===== config.mk =====
export PLATFORM = sky130hd
export DESIGN_NAME = tcce_obuf
export DESIGN_NICKNAME = d
export VERILOG_FILES = /design/src/sv/tcce_pkg.sv /design/src/sv/tcce_obuf.sv
export SDC_FILE = /design/constraint.sdc
export NUM_CORES = 1
export LEC_CHECK = 0
export ABC_AREA = 0
export BUFFER_PORTS_ARGS = -buffer_cell sky130_fd_sc_hd__buf_2
export CORE_MARGIN = 4
export CORE_UTILIZATION = 41
export DETAILED_ROUTE_END_ITERATION = 6
export PLACE_DENSITY_LB_ADDON = 0.1
export SETUP_SLACK_MARGIN = 0.5
export SYNTH_ARGS = -nofsm -noshare
export SYNTH_HDL_FRONTEND = slang
export SYNTH_SLANG_ARGS = --single-unit
export TNS_END_PERCENT = 20

===== constraint.sdc =====
create_clock -name clk -period 1.9 [get_ports clk]
set_clock_uncertainty 0.1 [all_clocks]
set_input_delay 0.095 -clock clk [delete_from_list [all_inputs] [get_ports clk]]
set_output_delay 0.095 -clock clk [all_outputs]
set_load 0.1 [all_outputs]

===== src/sv/tcce_pkg.sv =====
`default_nettype none

package tcce_pkg;

	typedef enum logic [3:0] {
		ST_CLEAR,
		ST_IDLE,
		ST_DECIDE,
		ST_FIRST,
		ST_OOB,
		ST_SCROLL,
		ST_SCR_CLR,
		ST_SCR_RES,
		ST_RDREQ,
		ST_REDRAW,
		ST_MOVED
	} state_t;

	typedef enum logic [1:0] {
		KIND_DRAW   = 2'd0,
		KIND_MOVED  = 2'd1,
		KIND_SCROLL = 2'd2,
		KIND_OOB    = 2'd3
	} kind_t;

	typedef struct packed {
		kind_t       kind;
		logic [7:0]  glyph;
		logic [6:0]  col;
		logic [5:0]  row;
		logic        last;
	} res_t;

	localparam logic [1:0] REG_MODE    = 2'd0;
	localparam logic [1:0] REG_COLUMNS = 2'd1;
	localparam logic [1:0] REG_ROWS    = 2'd2;

	localparam logic [1:0] MODE_WRAP    = 2'd1;
	localparam logic [1:0] MODE_NEWLINE = 2'd2;

	localparam logic [1:0] MODE_RST    = MODE_NEWLINE;
	localparam logic [7:0] COLUMNS_RST = 8'd80;
	localparam logic [6:0] ROWS_RST    = 7'd25;

	localparam logic [7:0] CH_NEWLINE   = 8'd10;
	localparam logic [7:0] CH_BACKSPACE = 8'd8;
	localparam logic [7:0] CH_SPACE     = 8'd32;
	localparam logic [7:0] CH_NUL       = 8'd0;

	function automatic logic [7:0] shown(input logic [7:0] b);
		return (b == CH_NEWLINE) ? CH_SPACE : b;
	endfunction

endpackage

`default_nettype wire


===== src/sv/tcce_obuf.sv =====
`default_nettype none

module tcce_obuf import tcce_pkg::*; (
	input  logic       clk,
	input  logic       arst_n,
	input  logic       push,
	input  res_t       din,
	output logic       free,
	output logic       res_valid,
	input  logic       res_stall,
	output logic [1:0] kind,
	output logic [7:0] glyph,
	output logic [6:0] col,
	output logic [5:0] row,
	output logic       last
);

	logic valid_q;
	res_t data_q;

	assign free = !valid_q || !res_stall;

	always_ff @(posedge clk or negedge arst_n) begin
		if (!arst_n) begin
			valid_q <= 1'b0;
		end else if (push) begin
			valid_q <= 1'b1;
		end else if (!res_stall) begin
			valid_q <= 1'b0;
		end
	end

	always_ff @(posedge clk) begin
		if (push) begin
			data_q <= din;
		end
	end

	assign res_valid = valid_q;
	assign kind      = data_q.kind;
	assign glyph     = data_q.glyph;
	assign col       = data_q.col;
	assign row       = data_q.row;
	assign last      = data_q.last;

endmodule

`default_nettype wire


==> flow_summary.yaml, run 1 <==
global_routing:
  grt_pass1_vias: 611
  grtUsageTotal_pct: 15.3
  grt_overflow: 0
  antenna_found_initial: 0
  grt_first_pass_wirelength_um: 2770
  grt_max_degree: 26
setup_path:
  start_kind: "register"
  cp_max_fo: 1
  crit_path_max_incr_delay_ps: 430
  critPathArrivalTime_ps: 1110
  required_ps: 1700
  cp-startpoint: "col[3]"
  cpLargestDelayFamily: "buffers and inverters"
  path_buf_inv: 1
  critPathKind: "register to output pin"
  crit_chain: "buf_2"
  cp.depth: 1
  critPathSlowestCell: "buf_2"
  r2r-start: "res_valid"
  end_kind: "output pin"
  reg2reg_depth: 1
drt:
  antenna_left: 0
  drc_errors: 0
  drtPass1Iterations: 3
  viasPerCell: 4.23
  routedWlPerCell_um: 13.4
  drt_iter0_markers: 10
  vias: 575
  routed_wirelength_um: 1820
cts:
  cts_tree: "done"
  root_buffer: "clkbuf_4"
  h-tree-depth: 1
  clk_latency_ps: 310
  cts.sinks: 25
  clkTransAtPathRegs_ps: 130
  cts_buffer_depth: 2
  cts_inserted_buffers: 3
timing:
  fin_setup_tns_ps: 0
  setup_viol: 0
  fmax_mhz: 765
  finalHoldViolCount: 0
  min_period_over_period_pct: 68.8
  slew_headroom_pct: 64.0
  rsz0062_at_grt: "no"
  fin_crit_ps: 1310
  drv_slew: 0
  worst_pin_slew_ps: 539
floorplanning:
  initial_core_util_pct: 43.4
  num_rows: 15
  core-area_um2: 1750
  die_y_um: 51.0
  ioPinCount: 54
  fp.dieW_um: 51.0
  die_area_um2: 2600
job:
  maxCapViolCount: 0
synth:
  ys_ff_latch: 25
  ys_warn_count: 0
  synthMuxAreaShare_pct: 0
  synthCells: 27
  synth_top_family_by_area: "compound AO/OA/AOI/OAI gates"
  synth.avg_cell_area_um2: 28.0
  synth-adder-area-share_pct: 0
  synthTopCellsByCount: "edfxtp_1, a21o_1, dfrtp_1, nand2_1"
  syn_area_um2: 757
  synth_edf_count: 24
  synth_nets: 55
  synth_area_leaders: "edfxtp_1, dfrtp_1, a21o_1"
  async_reset_ff_share_pct: 4.00
  yosys.area_share.simple_pct: 0.496
  synth.top_cell.area_share_pct: 95.2
  synth_largest_area_cell: "edfxtp_1"
  synth.most_common_cell: "edfxtp_1"
  seq_area_frac_synth_pct: 98.5
  synth_ff_type: "edfxtp_1"
  synth_compound_area_share_pct: 0.992
  synth-xor-area-share_pct: 0
  synth_cell_types: 4
power:
  p_total_mw: 1.33
  powerDensity_nw_per_um2: 981
  ir_drop_v: 0.000644
  leakage_nw: 0.594
place:
  place.gp.congestion: 0.691
  port_buffers: 53
min_path:
  hold_depth: 1
  hp-class: "input port to register"
  hp-start: "push"
cells_and_area:
  drive_gt1_share_pct: 53.2
  area_growth_pct: 79.7
  fin_nets: 140
  antennaDiodeCount: 0
run_status:
  status: "finished, final reports clean"
power by group:
part,leakage [nW],total [mW],internal (mW),switching (mW)
clock network,0.0177,0.226,0.0786,0.148
registers,0.245,0.661,0.651,0.0103
logic,0.331,0.446,0.0861,0.360
total,0.594,1.33,0.816,0.518
worst paths after layout:
kind	end	slack (ps)
min in group asynchronous	res_valid	490
worst min-delay path	kind[0]	190
worst max register to register	res_valid	1110
worst max-delay path	col[3]	590
max in group asynchronous	res_valid	1100
worst min register to register	res_valid	440
registers in the layout, summed over array words and instances, names as in the netlist:
signal	count
kind	2
row	6
res_valid	1
last	1
glyph	8
col	7
layout by cell type (no fill, tap or decap):
| master | count |
|---|---|
| buf_2 | 51 |
| nand2_2 | 1 |
| buf_4 | 1 |
| dlygate4sd3_1 | 27 |
| clkinv_2 | 1 |
| edfxtp_1 | 24 |
| dfrtp_2 | 1 |
| clkbuf_4 | 4 |
| a21o_1 | 1 |
cells by family after synthesis:
group,after synthesis
DFF,25
and+or+nand+nor,1
AOI/OAI and AO/OA,1
metal layers:
metal	track usage, %	wire length [µm]	vias to the layer above
met3	5.54	178	4
met1	12.5	526	264
li1	-	-	276
met2	30.9	1080	31
met4	6.73	38	0
met5	0	0	-
final cells by class:
class	instances	area, µm²
Fill cell	98	385
Clock inverter	1	5.00
Sequential cell	25	747
Multi-Input combinational cell	2	13.8
Timing Repair Buffer	80	541
Clock buffer	3	22.5
Tap cell	25	31.3
per-stage QoR:
stage | instance area [µm²] | hold slack (ps) | std cells | utilization (%) | setup slack, ps
6_report | 1360 | 192 | 136 | 77.9 | 593
5_1_grt | 1360 | 181 | 136 | 77.9 | 538
4_1_cts | 1360 | 184 | 136 | 77.8 | 550
3_5_place_dp | 1060 | -225 | 105 | 60.6 | 843
3_3_place_gp | 1060 | -229 | 105 | 60.6 | 851
2_1_floorplan | 761 | -301 | 27 | - | 571
what timing repair did:
item,CTS,global route
buffers inserted,0,0
gates resized for setup,1,1
setup endpoints to repair,1,1
endpoints found under the hold margin,26,0
cloned,0,0
hold buffers,27,0
(Power assumes the default switching activity.)
==> run 2, diff against run 1 <==
Settings changed: CORE_UTILIZATION 41 to 38.
Clock period 1.9 ns to 1.3 ns, I/O delays scaled along.
==> run 2 against run 1 <==
The flow now stops in global routing (5_1_grt); synthesized area unchanged; synthesized cell count unchanged.
==> flow_summary.yaml, run 2 <==
cts:
  cts_buffer_depth: 2
  cts.sinks: 25
  h-tree-depth: 1
  root_buffer: "clkbuf_4"
  cts_inserted_buffers: 3
  cts_setup_buffers: 0
place:
  place.gp.congestion: 0.667
  dp.cells: 106
  dpl_worst_slack_ps: 382
  port_buffers: 53
synth:
  synth_nets: 55
  synth.top_cell.area_share_pct: 95.2
  synth_area_leaders: "edfxtp_1, dfrtp_1, a21o_1"
  synthTopCellsByCount: "edfxtp_1, a21o_1, dfrtp_1, nand2_1"
  synth_ff_type: "edfxtp_1"
  synth_largest_area_cell: "edfxtp_1"
  seq_area_frac_synth_pct: 98.5
  syn_area_um2: 757
  synth_cell_types: 4
  ys_warn_count: 0
  synth.avg_cell_area_um2: 28.0
  synth_edf_count: 24
  ys_ff_latch: 25
  synthCells: 27
  synth.most_common_cell: "edfxtp_1"
  async_reset_ff_share_pct: 4.00
floorplanning:
  num_rows: 15
  fp.dieW_um: 52.6
  die_y_um: 52.6
  initial_core_util_pct: 42.0
  ioPinCount: 54
run_status:
  stop_stage: "global routing (5_1_grt)"
  status: "stopped before the end"
  firstError: "[ERROR DPL-0033] detailed placement checks failed during check placement."
global_routing:
  grt_max_degree: 26
  antenna_found_initial: 1
timing:
  worstEndpointType: "primary output"
  postGrtWorstEndpoint: "free"
run 2: cell counts after synthesis:
Identical to the previous run, type by type.
run 2: cells by family after synthesis:
| kind of cell | after synthesis | share of synthesized area [%] |
|---|---|---|
| flip-flops | 25 | 98.5 |
| AO/OA/AOI/OAI | 1 | 0.992 |
| AND/OR/NAND/NOR | 1 | 0.495 |
run 2: through the flow:
step | util [%] | area (µm²)
floorplan | - | 777
global placement | 62.4 | 1120
detailed placement | 62.4 | 1120
CTS | 79.5 | 1430
run 2: timing repair:
item | CTS
endpoints found under the hold margin | 26
resized for setup | 7
gates cloned | 0
setup endpoints to repair | 27
hold buffers | 26
==> run 3, diff against run 2 <==
Settings changed: CORE_AREA set to 4 4 65 67, CORE_MARGIN 4 to not set, CORE_UTILIZATION 38 to not set, DIE_AREA set to 0 0 69 71, PLACE_DENSITY_LB_ADDON 0.1 to 0.15, SETUP_SLACK_MARGIN 0.5 to not set.
==> run 3 against run 2 <==
The run now ends clean.
==> flow_summary.yaml, run 3 (synthesized netlist as in run 1, its figures left out) <==
timing:
  setup_ws_ps: 65.4
  finalHoldViolCount: 0
  setup_viol: 0
  min_period_over_period_pct: 95.0
  fin_setup_tns_ps: 0
  slew_headroom_pct: 63.1
  rsz0062_at_grt: "no"
  worst_pin_slew_ps: 553
  drv_slew: 0
  fmax_mhz: 810
  fin_crit_ps: 1230
place:
  port_buffers: 53
  dpl_worst_slack_ps: 279
  place.gp.congestion: 0.628
  dp.cells: 128
global_routing:
  grt_max_degree: 26
  grtUsageTotal_pct: 7.73
  grt_first_pass_wirelength_um: 3000
  grt_pass1_vias: 652
  antenna_found_initial: 0
  grt_overflow: 0
cts:
  root_buffer: "clkbuf_8"
  cts_buffer_depth: 2
  cts.sinks: 25
  cts_inserted_buffers: 3
  cts_tree: "done"
  h-tree-depth: 1
  clkTransAtPathRegs_ps: 80
  clk_latency_ps: 260
cells_and_area:
  fin_nets: 140
  largest_register_ffs: 8
  drive_gt1_share_pct: 52.3
  finalCoreUtilization_pct: 39.0
  most-common-layout-cells: "buf_2, dlygate4sd3_1, edfxtp_1, clkbuf_8"
  area_growth_pct: 87.1
  antennaDiodeCount: 0
  instances_no_fill: 159
  final_common_cell: "buf_2"
drt:
  drt_iter0_markers: 14
  vias: 557
  drtPass1Iterations: 2
  drc_errors: 0
  viasPerCell: 3.50
  routedWlPerCell_um: 11.1
  routed_wirelength_um: 1770
  antenna_left: 0
setup_path:
  required_ps: 1130
  critPathArrivalTime_ps: 1070
  critPathKind: "register to output pin"
  cpLargestDelayFamily: "buffers and inverters"
  reg2reg_depth: 1
  end_kind: "output pin"
  crit_path_max_incr_delay_ps: 430
  start_kind: "register"
  r2r_slack_ps: 520
  crit_chain: "buf_2"
  critPathSlowestCell: "buf_2"
  reg2reg_to: "res_valid"
  r2r-start: "res_valid"
  cp_max_fo: 3
  path_buf_inv: 1
power:
  p_comb_share_pct: 31.8
  leakage_nw: 0.603
  clockPowerShare_pct: 21.3
  p_sw_share_pct: 36.9
  powerDensity_nw_per_um2: 1460
  p_total_mw: 2.06
  switchingPower_mw: 0.762
  p_seq_share_pct: 46.9
  ir_drop_v: 0.000681
  p_int_mw: 1.30
min_path:
  holdPathEnd: "col[1]"
  hp-start: "push"
  hp-class: "input port to register"
  hold_depth: 1
job:
  maxCapViolCount: 0
floorplanning:
  die_area_um2: 4900
  fp.dieW_um: 69
  num_rows: 22
  core-area_um2: 3630
  die_y_um: 71
  initial_core_util_pct: 20.8
  ioPinCount: 54
run_status:
  status: "finished, final reports clean"
[run 3: power by group through the flow]
stage | clock (mW) | sequential (mW) | combinational (mW)
2_1_floorplan | 0 | 1.44 | 0.0190
3_3_place_gp | 0 | 0.986 | 0.597
3_5_place_dp | 0 | 0.988 | 0.599
4_1_cts | 0.465 | 0.969 | 0.660
5_1_grt | 0.492 | 0.974 | 0.676
6_report | 0.439 | 0.967 | 0.656
[run 3: layout make-up]
class	count	area, µm²
clock buffers	4	45.0
well taps	48	60.1
multi-input cells	2	13.8
repair buffers	80	551
flip-flops and latches	25	747
fillers	365	2220
[run 3: worst max-delay path by stage]
stage | from | endpoint | slack (ps) | cells after the start
detailed placement | push | kind[0] | 280 | 1
global route | res_valid | res_valid | 30 | 1
finish | res_valid | res_valid | 70 | 1
CTS | res_valid | res_valid | 50 | 1
floorplan | res_valid | free | 1 | 1
global placement | push | last | 310 | 1
[run 3: stage by stage]
step,hold slack [ps],cell area [µm²]
finish,225,1420
global route,245,1420
CTS,239,1420
detailed placement,-259,1100
global placement,-259,1100
floorplan,-331,761
[run 3: repair_timing]
item / 4_1_cts / 5_1_grt
gates resized for setup: 0 / 0
hold endpoints to repair: 26 / 0
hold buffers: 27 / 0
setup endpoints to repair: 0 / 0
buffers inserted: 0 / 0
[run 3: per-layer routing]
layer | vias up | GRT usage (%) | wire length [µm]
li1 | 273 | - | -
met1 | 254 | 7.96 | 683
met2 | 28 | 13.7 | 961
met3 | 2 | 2.84 | 113
met4 | 0 | 4.12 | 10
met5 | - | 0 | 0
==> run 4, diff against run 3 <==
Settings changed: CTS_CLUSTER_DIAMETER set to 60, SETUP_SLACK_MARGIN set to 0.15.
==> run 4 against run 3 <==
Combinational power grew 4.1%; cell area grew 4.6%; worst hold slack lost 130 ps; routed wire length grew 1.4%; utilization grew 1.8 points; sequential cell count is the same; non-clock buffer count grew 1; sequential share of layout area shrank 2.1 points; clock-buffer cell count is the same; largest cell class unchanged; highest routed layer is now met3.
==> flow_summary.yaml, run 4 (synthesized netlist as in run 1, its figures left out) <==
setup_path:
  reg2reg_depth: 1
  start_kind: "register"
  critPathSlowestCell: "dfrtp_4"
  required_ps: 1130
  cp-startpoint: "res_valid"
  crit_path_max_incr_delay_ps: 520
  cpLargestDelayFamily: "flip-flops"
  cp.depth: 2
  critPathKind: "register to output pin"
  r2r-start: "res_valid"
  critPathArrivalTime_ps: 1020
  cp_max_fo: 3
  crit_chain: "nand2_4 > buf_12"
  end_kind: "output pin"
  path_buf_inv: 1
floorplanning:
  core-area_um2: 3630
  die_area_um2: 4900
  die_y_um: 71
  initial_core_util_pct: 20.8
  ioPinCount: 54
  num_rows: 22
  fp.dieW_um: 69
timing:
  setup_viol: 0
  finalHoldViolCount: 0
  fin_setup_tns_ps: 0
  setup_ws_ps: 114
  worst_pin_slew_ps: 494
  slew_headroom_pct: 67.3
  fin_crit_ps: 1190
  rsz0062_at_grt: "yes"
  timing.hold.ws_ps: 96.5
  fmax_mhz: 843
  min_period_over_period_pct: 91.2
  drv_slew: 0
cts:
  cts_inserted_buffers: 3
  cts_setup_buffers: 0
  cts.sinks: 25
  clk_latency_ps: 260
  h-tree-depth: 1
  clkTransAtPathRegs_ps: 90
  root_buffer: "clkbuf_8"
  cts_buffer_depth: 2
  cts_tree: "done"
place:
  dpl_worst_slack_ps: 368
  dp.cells: 129
  place.gp.congestion: 0.641
  place_area_um2: 1140
  port_buffers: 53
  dp_hpwl_um: 1290
drt:
  antenna_left: 0
  drtPass1Iterations: 4
  drt_iter0_markers: 15
  routed_wirelength_um: 1790
  viasPerCell: 3.53
  drc_errors: 0
  routedWlPerCell_um: 11.2
  vias: 564
min_path:
  hp-start: "push"
  hold_depth: 1
  hp-class: "input port to register"
cells_and_area:
  most-common-layout-cells: "buf_2, dlygate4sd3_1, edfxtp_1, buf_4, clkbuf_4"
  finalCoreUtilization_pct: 40.8
  antennaDiodeCount: 0
  area_growth_pct: 95.7
  fillers: 353
  multi_input_area_um2: 18.8
  register_area_um2: 749
  fin_nets: 141
  largest_register_ffs: 8
  drive_gt1_share_pct: 52.7
  instances_no_fill: 160
  design_area_um2: 1480
  final_common_cell: "buf_2"
global_routing:
  antenna_found_initial: 0
  grtUsageTotal_pct: 7.45
  grt_pass1_vias: 640
  grt_first_pass_wirelength_um: 2950
  grt_max_degree: 16
  grt_overflow: 0
run_status:
  status: "finished, final reports clean"
power:
  p_total_mw: 2.10
  powerDensity_nw_per_um2: 1420
  ir_drop_v: 0.000610
  leakage_nw: 0.629
job:
  maxCapViolCount: 0
==> run 4: power by group <==
group          internal [mW]  leakage [nW]  switching [mW]
clock                  0.219        0.0228           0.233
combinational          0.155         0.361           0.528
sequential             0.952         0.245          0.0174
total                   1.33         0.629           0.779
==> run 4: layout make-up <==
cell class / count / area share, %
tap: 48 / 4.05
clock buffer: 4 / 3.04
sequential: 25 / 50.6
timing repair buffer: 81 / 41.0
multi-input combinational: 2 / 1.27
==> run 4: path summary, 6_finish.rpt <==
kind                            slack [ps]   endpoint
worst min-delay path                   100     col[5]
worst max register to register         420  res_valid
max in group asynchronous              470  res_valid
worst min register to register         500  res_valid
worst max-delay path                   110       free
min in group asynchronous              520  res_valid
==> run 4: routing by layer <==
metal	up-vias	track usage, %	wire, µm
met4	0	1.30	0
met5	-	0	0
met3	0	2.27	142
met2	33	13.9	930
met1	255	8.47	721
li1	276	-	-
==> run 4: timing repair <==
item                                    in CTS  in global routing
pin swaps                                    0                  0
cloned                                       0                  0
hold buffers                                27                  0
resized for setup                            5                  4
hold endpoints to repair                    26                  0
endpoints found under the setup margin      25                 20
